==> src/rtl/rgb_led_rainbow_code_generator_assert.svh <==
// Assertion helpers shared by the rainbow encoder RTL
`ifndef RGB_LED_RAINBOW_CODE_GENERATOR_ASSERT_SVH
`define RGB_LED_RAINBOW_CODE_GENERATOR_ASSERT_SVH

// same-cycle implication
`define RLRCG_ASSERT_IMP(lbl, clk, rst_n, ante, cons, msg) \
    lbl: assert property (@(posedge clk) disable iff (!rst_n) (ante) |-> (cons)) \
        else $error(msg);

// next-cycle implication
`define RLRCG_ASSERT_NXT(lbl, clk, rst_n, ante, cons, msg) \
    lbl: assert property (@(posedge clk) disable iff (!rst_n) (ante) |=> (cons)) \
        else $error(msg);

`endif

==> src/rtl/rlrcg_pkg.sv <==
// ----------------------------------------------------------------------------
// rlrcg_pkg
// Types and constants for the WS2812 rainbow pixel encoder.
// ----------------------------------------------------------------------------
`default_nettype none

package rlrcg_pkg;

    // configuration register indexes
    localparam logic [1:0] REG_PIXEL_COUNT = 2'd0;
    localparam logic [1:0] REG_CODE_ZERO   = 2'd1;
    localparam logic [1:0] REG_CODE_ONE    = 2'd2;

    localparam int CFG_IDX_W  = 2;
    localparam int CFG_DATA_W = 11;

    localparam int KIND_COLOUR  = 0;
    localparam int KIND_RAINBOW = 1;

    // divider geometry: 18-bit dividend (index * 255), 11-bit divisor
    localparam int DVD_W           = 18;
    localparam int REM_W           = 11;
    localparam int DIV_STAGES      = 6;
    localparam int STEPS_PER_STAGE = 3;

    localparam int           BITS_PER_PIXEL = 24;
    localparam int           CNT_W          = 5;
    localparam logic [CNT_W-1:0] LAST_IDX   = CNT_W'(BITS_PER_PIXEL - 1);

    typedef struct packed {
        logic        kind;
        logic [23:0] color_value;
        logic [9:0]  pixel_index;
        logic [7:0]  phase;
    } t_in_item;

    typedef struct packed {
        logic [7:0] code_byte;
        logic       last;
    } t_out_item;

    // item in flight through the divider; quo holds the dividend bits not yet
    // consumed at the top and the quotient bits produced so far at the bottom
    typedef struct packed {
        logic             kind;
        logic [23:0]      aux;
        logic [REM_W-1:0] rem;
        logic [DVD_W-1:0] quo;
    } t_div_item;

endpackage

`default_nettype wire

==> src/rtl/rlrcg_div.sv <==
// ----------------------------------------------------------------------------
// rlrcg_div
// Pipelined restoring divider, three quotient bits per stage, with side data.
// ----------------------------------------------------------------------------
`default_nettype none
`include "rgb_led_rainbow_code_generator_assert.svh"

module rlrcg_div import rlrcg_pkg::*; (
    input  logic             i_clk,
    input  logic             i_rst_n,
    input  logic             i_valid,
    output logic             o_ready,
    input  t_div_item        i_item,
    input  logic [REM_W-1:0] i_divisor,
    output logic             o_valid,
    input  logic             i_ready,
    output t_div_item        o_item
);

    logic [DIV_STAGES-1:0] r_valid;
    t_div_item             r_item [DIV_STAGES];
    t_div_item             n_item [DIV_STAGES];
    logic [DIV_STAGES-1:0] s_ready;

    function automatic t_div_item div_steps(input t_div_item a, input logic [REM_W-1:0] d);
        t_div_item      t;
        logic [REM_W:0] sh;
        logic           qb;
        t = a;
        for (int k = 0; k < STEPS_PER_STAGE; k++) begin
            sh = {t.rem, t.quo[DVD_W-1]};
            qb = (sh >= {1'b0, d});
            if (qb) begin
                sh = sh - {1'b0, d};
            end
            t.rem = sh[REM_W-1:0];
            t.quo = {t.quo[DVD_W-2:0], qb};
        end
        return t;
    endfunction

    always_comb begin
        n_item[0] = div_steps(i_item, i_divisor);
        for (int i = 1; i < DIV_STAGES; i++) begin
            n_item[i] = div_steps(r_item[i-1], i_divisor);
        end
    end

    // a stage may load when empty or when its contents move on
    always_comb begin
        s_ready[DIV_STAGES-1] = !r_valid[DIV_STAGES-1] || i_ready;
        for (int i = DIV_STAGES - 2; i >= 0; i--) begin
            s_ready[i] = !r_valid[i] || s_ready[i+1];
        end
    end

    always_ff @(posedge i_clk) begin
        if (!i_rst_n) begin
            r_valid <= '0;
        end else begin
            if (s_ready[0]) begin
                r_valid[0] <= i_valid;
            end
            for (int i = 1; i < DIV_STAGES; i++) begin
                if (s_ready[i]) begin
                    r_valid[i] <= r_valid[i-1];
                end
            end
        end
    end

    always_ff @(posedge i_clk) begin
        for (int i = 0; i < DIV_STAGES; i++) begin
            if (s_ready[i]) begin
                r_item[i] <= n_item[i];
            end
        end
    end

    assign o_ready = s_ready[0];
    assign o_valid = r_valid[DIV_STAGES-1];
    assign o_item  = r_item[DIV_STAGES-1];

    `RLRCG_ASSERT_NXT(a_div_hold, i_clk, i_rst_n, o_valid && !i_ready, o_valid && $stable(o_item), "divider output lost or changed under stall")
    `RLRCG_ASSERT_NXT(a_div_enter, i_clk, i_rst_n, i_valid && o_ready, r_valid[0], "accepted transaction missing from first divider stage")
    `RLRCG_ASSERT_IMP(a_div_full, i_clk, i_rst_n, !o_ready, &r_valid, "divider back-pressure with a free stage")

endmodule

`default_nettype wire

==> src/rtl/rlrcg_ser.sv <==
// ----------------------------------------------------------------------------
// rlrcg_ser
// Serialiser: turns one 24-bit GRB word into 24 SPI code bytes, MSB first.
// ----------------------------------------------------------------------------
`default_nettype none
`include "rgb_led_rainbow_code_generator_assert.svh"

module rlrcg_ser import rlrcg_pkg::*; (
    input  logic        i_clk,
    input  logic        i_rst_n,
    input  logic        i_valid,
    output logic        o_ready,
    input  logic [23:0] i_grb,
    input  logic [7:0]  i_code_zero,
    input  logic [7:0]  i_code_one,
    output logic        o_out_valid,
    input  logic        i_out_ready,
    output t_out_item   o_out_data
);

    logic             r_valid;
    logic [23:0]      r_grb;
    logic [CNT_W-1:0] r_cnt;
    logic             s_last;
    logic             s_take;

    assign s_last = (r_cnt == LAST_IDX);
    assign s_take = r_valid && i_out_ready;
    // next word loads in the cycle the final byte leaves
    assign o_ready = !r_valid || (i_out_ready && s_last);

    always_ff @(posedge i_clk) begin
        if (!i_rst_n) begin
            r_valid <= 1'b0;
            r_cnt   <= '0;
        end else if (i_valid && o_ready) begin
            r_valid <= 1'b1;
            r_cnt   <= '0;
        end else if (s_take) begin
            if (s_last) begin
                r_valid <= 1'b0;
            end else begin
                r_cnt <= r_cnt + CNT_W'(1);
            end
        end
    end

    always_ff @(posedge i_clk) begin
        if (i_valid && o_ready) begin
            r_grb <= i_grb;
        end else if (s_take) begin
            r_grb <= {r_grb[22:0], 1'b0};
        end
    end

    assign o_out_valid          = r_valid;
    assign o_out_data.code_byte = r_grb[23] ? i_code_one : i_code_zero;
    assign o_out_data.last      = s_last;

    `RLRCG_ASSERT_IMP(a_ser_cnt_range, i_clk, i_rst_n, r_valid, r_cnt <= LAST_IDX, "bit counter past end of pixel")
    `RLRCG_ASSERT_NXT(a_ser_advance, i_clk, i_rst_n, s_take && !s_last, r_valid && (r_cnt == $past(r_cnt) + CNT_W'(1)), "serialiser did not advance by one bit")
    `RLRCG_ASSERT_NXT(a_ser_load, i_clk, i_rst_n, i_valid && o_ready, r_valid && (r_cnt == '0), "new pixel not started at first bit")

endmodule

`default_nettype wire

==> src/rtl/rgb_led_rainbow_code_generator.sv <==
// Takes one pixel request per transaction and returns 24 SPI code bytes, one
// per colour bit in G, R, B order, MSB first, with last set on the 24th byte.
// The output port delivers one byte per cycle while the receiver is ready, so
// the serialiser sets the sustained rate. Requests enter an eight-deep pipeline
// (input register, six divider stages at three quotient bits each, colour-wheel
// register) and a new one is accepted every cycle while the pipeline has room;
// a pixel's first byte leaves the serialiser after the input register, the
// divider stages and the colour-wheel register. The registers feed the
// pipeline directly, so write configuration only while no pixel is in flight.
// ----------------------------------------------------------------------------
// rgb_led_rainbow_code_generator
// WS2812 SPI code-byte encoder with rainbow colour wheel.
// ----------------------------------------------------------------------------
`default_nettype none

module rgb_led_rainbow_code_generator import rlrcg_pkg::*; #(
    parameter int MAX_PIXELS = 1024
) (
    input  logic                  i_clk,
    input  logic                  i_rst_n,
    input  logic                  i_cfg_we,
    input  logic [CFG_IDX_W-1:0]  i_cfg_idx,
    input  logic [CFG_DATA_W-1:0] i_cfg_data,
    input  logic                  i_in_valid,
    output logic                  o_in_ready,
    input  t_in_item              i_in_data,
    output logic                  o_out_valid,
    input  logic                  i_out_ready,
    output t_out_item             o_out_data
);

    // divisor ceiling; pixel_count is 11 bits so larger limits never bind
    localparam int               CLAMP_I = (MAX_PIXELS > 2047) ? 2047 : MAX_PIXELS;
    localparam logic [REM_W-1:0] CLAMP_N = CLAMP_I[REM_W-1:0];

    logic [REM_W-1:0] r_pixel_count;
    logic [7:0]       r_code_zero;
    logic [7:0]       r_code_one;

    always_ff @(posedge i_clk) begin
        if (!i_rst_n) begin
            r_pixel_count <= REM_W'(1);
            r_code_zero   <= 8'd192;
            r_code_one    <= 8'd248;
        end else if (i_cfg_we) begin
            unique case (i_cfg_idx)
                REG_PIXEL_COUNT: r_pixel_count <= i_cfg_data[REM_W-1:0];
                REG_CODE_ZERO:   r_code_zero   <= i_cfg_data[7:0];
                REG_CODE_ONE:    r_code_one    <= i_cfg_data[7:0];
                default: ;
            endcase
        end
    end

    logic [REM_W-1:0] s_divisor;

    always_comb begin
        priority if (r_pixel_count == '0) begin
            s_divisor = REM_W'(1);
        end else if (r_pixel_count > CLAMP_N) begin
            s_divisor = CLAMP_N;
        end else begin
            s_divisor = r_pixel_count;
        end
    end

    // input register: index * 255 as (index << 8) - index
    logic      r_in_valid;
    t_div_item r_in_item;
    t_div_item n_in_item;
    logic      s_div_ready;

    always_comb begin
        n_in_item.kind = i_in_data.kind;
        n_in_item.aux  = i_in_data.kind ? {16'd0, i_in_data.phase} : i_in_data.color_value;
        n_in_item.rem  = '0;
        n_in_item.quo  = {i_in_data.pixel_index, 8'd0} - {8'd0, i_in_data.pixel_index};
    end

    assign o_in_ready = !r_in_valid || s_div_ready;

    always_ff @(posedge i_clk) begin
        if (!i_rst_n) begin
            r_in_valid <= 1'b0;
        end else if (o_in_ready) begin
            r_in_valid <= i_in_valid;
        end
    end

    always_ff @(posedge i_clk) begin
        if (o_in_ready) begin
            r_in_item <= n_in_item;
        end
    end

    logic      s_div_valid;
    t_div_item s_div_item;
    logic      s_whl_ready;

    rlrcg_div u_div (
        .i_clk     (i_clk),
        .i_rst_n   (i_rst_n),
        .i_valid   (r_in_valid),
        .o_ready   (s_div_ready),
        .i_item    (r_in_item),
        .i_divisor (s_divisor),
        .o_valid   (s_div_valid),
        .i_ready   (s_whl_ready),
        .o_item    (s_div_item)
    );

    // colour wheel: w = 255 - pos, three 85-step segments, steps of 3
    function automatic logic [23:0] wheel_rgb(input logic [7:0] pos);
        logic [7:0] w;
        logic [7:0] v;
        logic [8:0] v3;
        logic [7:0] r;
        logic [7:0] g;
        logic [7:0] b;
        w = ~pos;
        priority if (w < 8'd85) begin
            v = w;
        end else if (w < 8'd170) begin
            v = w - 8'd85;
        end else begin
            v = w - 8'd170;
        end
        v3 = {v, 1'b0} + {1'b0, v};
        priority if (w < 8'd85) begin
            r = 8'd255 - v3[7:0];
            g = 8'd0;
            b = v3[7:0];
        end else if (w < 8'd170) begin
            r = 8'd0;
            g = v3[7:0];
            b = 8'd255 - v3[7:0];
        end else begin
            r = v3[7:0];
            g = 8'd255 - v3[7:0];
            b = 8'd0;
        end
        return {r, g, b};
    endfunction

    logic        r_whl_valid;
    logic [23:0] r_whl_grb;
    logic [23:0] n_whl_grb;
    logic [23:0] s_rgb;
    logic        s_ser_ready;

    always_comb begin
        if (s_div_item.kind == KIND_RAINBOW[0]) begin
            s_rgb = wheel_rgb(s_div_item.quo[7:0] + s_div_item.aux[7:0]);
        end else begin
            s_rgb = s_div_item.aux;
        end
        n_whl_grb = {s_rgb[15:8], s_rgb[23:16], s_rgb[7:0]};
    end

    assign s_whl_ready = !r_whl_valid || s_ser_ready;

    always_ff @(posedge i_clk) begin
        if (!i_rst_n) begin
            r_whl_valid <= 1'b0;
        end else if (s_whl_ready) begin
            r_whl_valid <= s_div_valid;
        end
    end

    always_ff @(posedge i_clk) begin
        if (s_whl_ready) begin
            r_whl_grb <= n_whl_grb;
        end
    end

    rlrcg_ser u_ser (
        .i_clk       (i_clk),
        .i_rst_n     (i_rst_n),
        .i_valid     (r_whl_valid),
        .o_ready     (s_ser_ready),
        .i_grb       (r_whl_grb),
        .i_code_zero (r_code_zero),
        .i_code_one  (r_code_one),
        .o_out_valid (o_out_valid),
        .i_out_ready (i_out_ready),
        .o_out_data  (o_out_data)
    );

endmodule

`default_nettype wire

==> config.mk <==
export PLATFORM = sky130hd
export DESIGN_NAME = rgb_led_rainbow_code_generator
export DESIGN_NICKNAME = d
export VERILOG_FILES = /design/src/rtl/rlrcg_pkg.sv /design/src/rtl/rlrcg_div.sv /design/src/rtl/rlrcg_ser.sv /design/src/rtl/rgb_led_rainbow_code_generator.sv
export VERILOG_INCLUDE_DIRS = /design/src /design/src/rtl
export SDC_FILE = /design/constraint.sdc
export NUM_CORES = 1
export LEC_CHECK = 0
export BUFFER_PORTS_ARGS = -buffer_cell sky130_fd_sc_hd__buf_2
export CAP_MARGIN = 10
export CORE_ASPECT_RATIO = 0.6
export CORE_UTILIZATION = 50
export CTS_CLUSTER_SIZE = 14
export DETAILED_ROUTE_END_ITERATION = 10
export PLACE_DENSITY = 0.66
export REMOVE_ABC_BUFFERS = 1
export SLEW_MARGIN = 20
export SYNTH_ARGS = -nofsm -noshare
export SYNTH_HDL_FRONTEND = slang
export SYNTH_SLANG_ARGS = --single-unit
export TNS_END_PERCENT = 50
==> constraint.sdc <==
create_clock -name i_clk -period 11.6 [get_ports i_clk]
set_input_delay 1.16 -clock i_clk [delete_from_list [all_inputs] [get_ports i_clk]]
set_output_delay 1.16 -clock i_clk [all_outputs]
set_load 0.01 [all_outputs]
Yosys cells after proc, flatten, opt, wreduce, memory -nomap -nowiden
Memories as Yosys holds them, arrays and structs flattened.
Index checks and enable logic that the tools add are counted.

word-level totals
  input bits = 61
  memory bits (writable) = 324
  flip-flop bits (word level) = 132
  memories = 1

memories
  memory        depth  width  read ports  clocked after memory_dff  write ports  line             text
  u_div.r_item  6      54     6           0                         6            rlrcg_div.sv:21  t_div_item r_item [DIV_STAGES];

cells by class
  bitwise logic cells = 3
  $add $sub $neg = 25
  muxes and demuxes = 49
  reduce and logical (&&, ||, !) cells = 31
  magnitude comparators = 21
  eq/ne operators = 3

operators by type and width
  kind                                                 number
  two-way mux 11 bit                                   20
  >= comparator 12 x 11 -> 1 bit                       17
  subtractor 11 bit                                    17
  two-way mux 8 bit                                    11
  two-way mux 24 bit                                   3
  subtractor 18 x 10 -> 18 bit                         1
  adder 8 bit                                          2
  two-way mux 1 bit                                    15
  >= comparator 1 x 11 -> 1 bit                        1
  > comparator 11 bit (second input constant)          1
  logical NOT 11 bit                                   1
  subtractor 1 x 11 -> 11 bit                          1
  AND reduction 2 bit                                  5
  logical NOT 1 bit                                    9
  logical OR 1 bit                                     9
  < comparator 8 x 7 -> 1 bit (second input constant)  1
  < comparator 8 bit (second input constant)           1
  NOT 8 bit                                            1
  subtractor 8 x 7 -> 8 bit (second input constant)    1
  subtractor 8 bit (first input constant)              1
  subtractor 8 bit (second input constant)             1
  adder 5 x 1 -> 5 bit (second input constant)         1
  == test 5 bit (second input constant)                1
  nonzero test 2 bit                                   2
  other kinds (6)                                      9

Logic depth before layout (Yosys ltp)
  depth in word-level cells = 12
  depth in mapped cells = 36

Modules after synthesis
Synthesis repeated with hierarchy kept, for this count alone.

second synthesis, totals
  cells, all modules = 2399
  area, all modules = 28038.1 sq um

by module, submodules not included
  module                          cells an instance  area each (sq um)  times used  sequential area each (sq um)
  rlrcg_div                       1785               21025.2            1           9849.4
  rgb_led_rainbow_code_generator  518                5486.5             1           2592.5
  rlrcg_ser                       96                 1526.5             1           840.8

Worst setup path after synthesis
Ideal clock, no wire load.

  path type = flip-flop to flip-flop
  start = register r_pixel_count[10]
  end = memory u_div.r_item[4][21] (netlist name), data pin
  library setup time = 0.261 ns
  data required time = 11.339 ns
  path slack = 3.196 ns
  data arrival time = 8.143 ns
  cell stages (with the launch flop) = 32
  clock period less this slack = 8.404 ns
  path through = dfxtp_1 > clkbuf_1 > clkinv_1 > nand2_1 > inv_1 > fa_1 > nor2b_1 > o211ai_1 > a21boi_1 > o211a_1 > nor2_1 > clkbuf_1 > o21ai_0 > ha_1 > a21o_1 > a221o_1 > a21oi_2 > nand2_1 > a211oi_4 > inv_1 > buf_2 > buf_6 > mux2_2 > ha_1 > a21o_1 > o21ai_0 > a21oi_1 > o21a_1 > a2111oi_2 > a22o_1 > inv_2 > a221o_1

RTL lines
  item                    line                                  text
  start, declared         rgb_led_rainbow_code_generator.sv:36  logic [REM_W-1:0] r_pixel_count;
  start signal, assigned  rgb_led_rainbow_code_generator.sv:47  REG_PIXEL_COUNT: r_pixel_count <= i_cfg_data[REM_W-1:0];
  end, declared           rlrcg_div.sv:21

==> impl_metrics.tcl <==
set metrics [dict create \
    ys_types 94 \
    required_ps 11890 \
    slew_viol_final 0 \
    synth_compound_area_frac 0.135 \
    clock_skew_ps 25.3 \
    vias 18400 \
    synth_top_area_frac 0.426 \
    drive_gt1_frac 0.131 \
    final_util 0.559 \
    clock_sinks 397 \
    synthAdderAreaFrac 0.126 \
    status "finished clean" \
    grt_pass1_vias 16900 \
    synth_xor_area_frac 0.0481 \
    fin_crit_ps 9960 \
    synth_area_mm2 0.0251 \
    arrival_ps 10250 \
    fmax_ghz 0.100 \
    hold_viol_final 0 \
    ys_warn_count 0 \
    track_usage 0.255 \
    ant_nets 0 \
    cts_hold_buf 0 \
    dr.pass1.iters 5 \
    overflow 0 \
    die_h_um 176 \
    cp-end-kind "flip-flop" \
    clkTransAtPathRegs_ps 60 \
    drt_iter0_markers 1861 \
    routed_wl_mm 65.9 \
    grt_pass1_wl_mm 100 \
    grt_max_degree 52 \
    yosys.area.top_type "edfxtp_1" \
    cts_setup_buffers 0 \
    ys.flop_type "edfxtp_1" \
    rsz0062_at_grt "no" \
    synth-simple-area-share 0.136 \
    cp-start-kind "flip-flop" \
    fin_crit_sh 0.859 \
    synthArstFlopShare 0 \
    maxCapViolCount 0 \
    avgSynthCellArea_um2 11.0 \
    ioPinCount 72 \
    rows 63 \
    clockRootBuffer "clkbuf_16" \
    wl_per_cell_um 21.6 \
    worst_pin_slew_ps 1040 \
    clockBufferDepth 3 \
    portBuffers 71 \
    die_area_mm2 0.0512 \
    clk_latency_ps 570 \
    die_w_um 291 \
    cts_max_level 2 \
    ys_ff_latch 397 \
    muxShareOfSynthArea 0.0679 \
    ys_seq_area_frac 0.458 \
    syn_inst 2278 \
    fin_nets 2664 \
    area_growth_pct 10.1 \
    setup-tns-final_ps 0 \
    synth_top_family_by_area "simple AND/OR/NAND/NOR gates" \
    numCtsBuffers 40 \
    start_util 0.507 \
    crit_type "flip-flop to flip-flop" \
    yosys-top-cells-area "edfxtp_1 (43%), ha_1 (11%), mux2_2 (4.8%)" \
    synth_edf_count 356 \
    routabilityCongestion 0.962 \
    antenna_found_initial 1 \
    dpl.hpwl_mm 48.5 \
    avgViaCountPerCell 6.05 \
    drc 0 \
    core-area_mm2 0.0495 \
    setup_viol 0 \
    relSlewSlack 0.304 \
    tritoncts "built" \
    crit_fanout 20 \
    cts_resized 0 \
    hold_class "flip-flop to flip-flop" \
]
-- critical path, cell delays in order (launching register included) --
cell and delay (ps):
dfxtp_1 630, clkinv_1 740, nand2_1 630, ha_1 390, a21oi_1 220, a21boi_1 150
o211a_1 290, nor2_1 800, mux2_2 460, ha_1 350, and3_1 230, a221o_1 310
a21oi_2 250, nand2_1 190, a211oi_4 430, inv_1 420, mux2_2 400, ha_1 340
a21o_1 190, o21ai_0 220, a21oi_1 170, o21a_1 300, a21oi_1 730, a22o_1 330
inv_2 130, a221o_1 360
-- layer usage --
| metal | track usage | vias to the layer above | part of all wire |
|---|---|---|---|
| li1 | - | 8747 | - |
| met1 | 0.435 | 8930 | 0.53 |
| met2 | 0.322 | 673 | 0.37 |
| met3 | 0.0501 | 68 | 0.088 |
| met4 | 0.0469 | 0 | 0.014 |
| met5 | 0 | - | 0 |
-- through the flow --
step | setup slack, ps | cell area (µm²) | instances | hold WS (ps)
floorplan | 3350 | 24900 | 2222 | 400
global placement | 2190 | 26200 | 2969 | 401
detailed placement | 1940 | 26300 | 2969 | 405
CTS | 1900 | 27600 | 3042 | 411
global route | 1110 | 27700 | 3042 | 419
finish | 1640 | 27700 | 3043 | 413
-- cell families (layout without fill, tap and decap cells) --
kind of cell | after synthesis | after routing
AND/OR/NAND/NOR | 669 | 669
AO/OA/AOI/OAI | 493 | 493
flip-flops | 397 | 397
adder cells (fa/ha/maj) | 242 | 242
buffers and inverters | 184 | 298
multiplexers | 156 | 156
XOR/XNOR | 137 | 137
other | 0 | 1
-- synth_stat cells, drive strengths merged (11+ instances only) --
cell type / count
a31oi: 17
nor3: 61
nand3: 50
o21a: 32
nand3b: 16
buf: 20
nand2b: 28
mux2: 109
nor2: 135
edfxtp: 356
inv: 127
o211ai: 17
ha: 224
o21ai: 108
clkbuf: 36
nor2b: 79
dfxtp: 41
a221o: 18
fa: 18
a211oi: 11
a21boi: 19
nor4: 22
and3: 37
nand2: 155
xor2: 53
xnor2: 84
o22ai: 11
or3: 16
o221ai: 13
a21oi: 118
nand4: 29
a21o: 40
mux2i: 47
-- sequential cells by signal, indices dropped and copies added, names as in the netlist, 5 cells and up --
register and cells:
r_pixel_count 11, r_in_item 43, u_ser.r_grb 24, r_whl_grb 24, u_ser.r_cnt 5, r_code_one 8
r_code_zero 8, u_div.r_valid 6, u_div.r_item 265
-- layout by cell type (no fill, tap or decap), types with 11 or more instances in the layout --
cell / netlist / final
or3_1: 16 / 16
buf_2: 13 / 71
a21o_1: 40 / 40
a31oi_1: 17 / 17
a221o_1: 18 / 18
nor4_1: 22 / 22
o211ai_1: 15 / 15
buf_4: 1 / 26
a21oi_1: 115 / 114
ha_1: 224 / 224
fa_1: 18 / 18
clkbuf_16: 0 / 43
nor3_1: 60 / 60
nor2b_1: 78 / 77
o22ai_1: 11 / 11
inv_1: 125 / 122
edfxtp_1: 356 / 356
and3_1: 37 / 37
nand3b_1: 16 / 16
o21ai_0: 105 / 104
mux2_2: 107 / 107
mux2i_1: 47 / 47
xnor2_1: 84 / 84
nand4_1: 29 / 29
clkbuf_1: 36 / 12
nand2_1: 154 / 151
nor2_1: 134 / 134
nand2b_1: 28 / 27
dfxtp_1: 41 / 41
xor2_1: 52 / 52
o21a_1: 31 / 31
a21boi_0: 17 / 17
nand3_1: 50 / 50
-- final timing paths --
| kind | start | end | slack [ps] | cells past startpoint |
|---|---|---|---|---|
| setup / recovery | r_pixel_count[10] | u_div.r_item[4][24] | 1640 | 25 |
| hold / removal | u_div.r_item[0][43] | u_div.r_item[1][43] | 410 | 0 |
| setup reg to reg | r_pixel_count[10] | u_div.r_item[4][24] | 1640 | 25 |
| hold reg to reg | u_div.r_item[0][43] | u_div.r_item[1][43] | 410 | 0 |
-- layout make-up --
cell class                      instances  area [µm²]
Clock inverter                         15         221
Tap cell                              650         813
Sequential cell                       397       11500
Clock buffer                           58        1160
Fill cell                            4211       21800
Antenna cell                            1        2.50
Inverter                              128         480
Timing Repair Buffer                   97         551
Multi-Input combinational cell       1697       12900
Power is not shown: default switching activity piles up to over one toggle a cycle in this logic, so the estimate is an artifact.
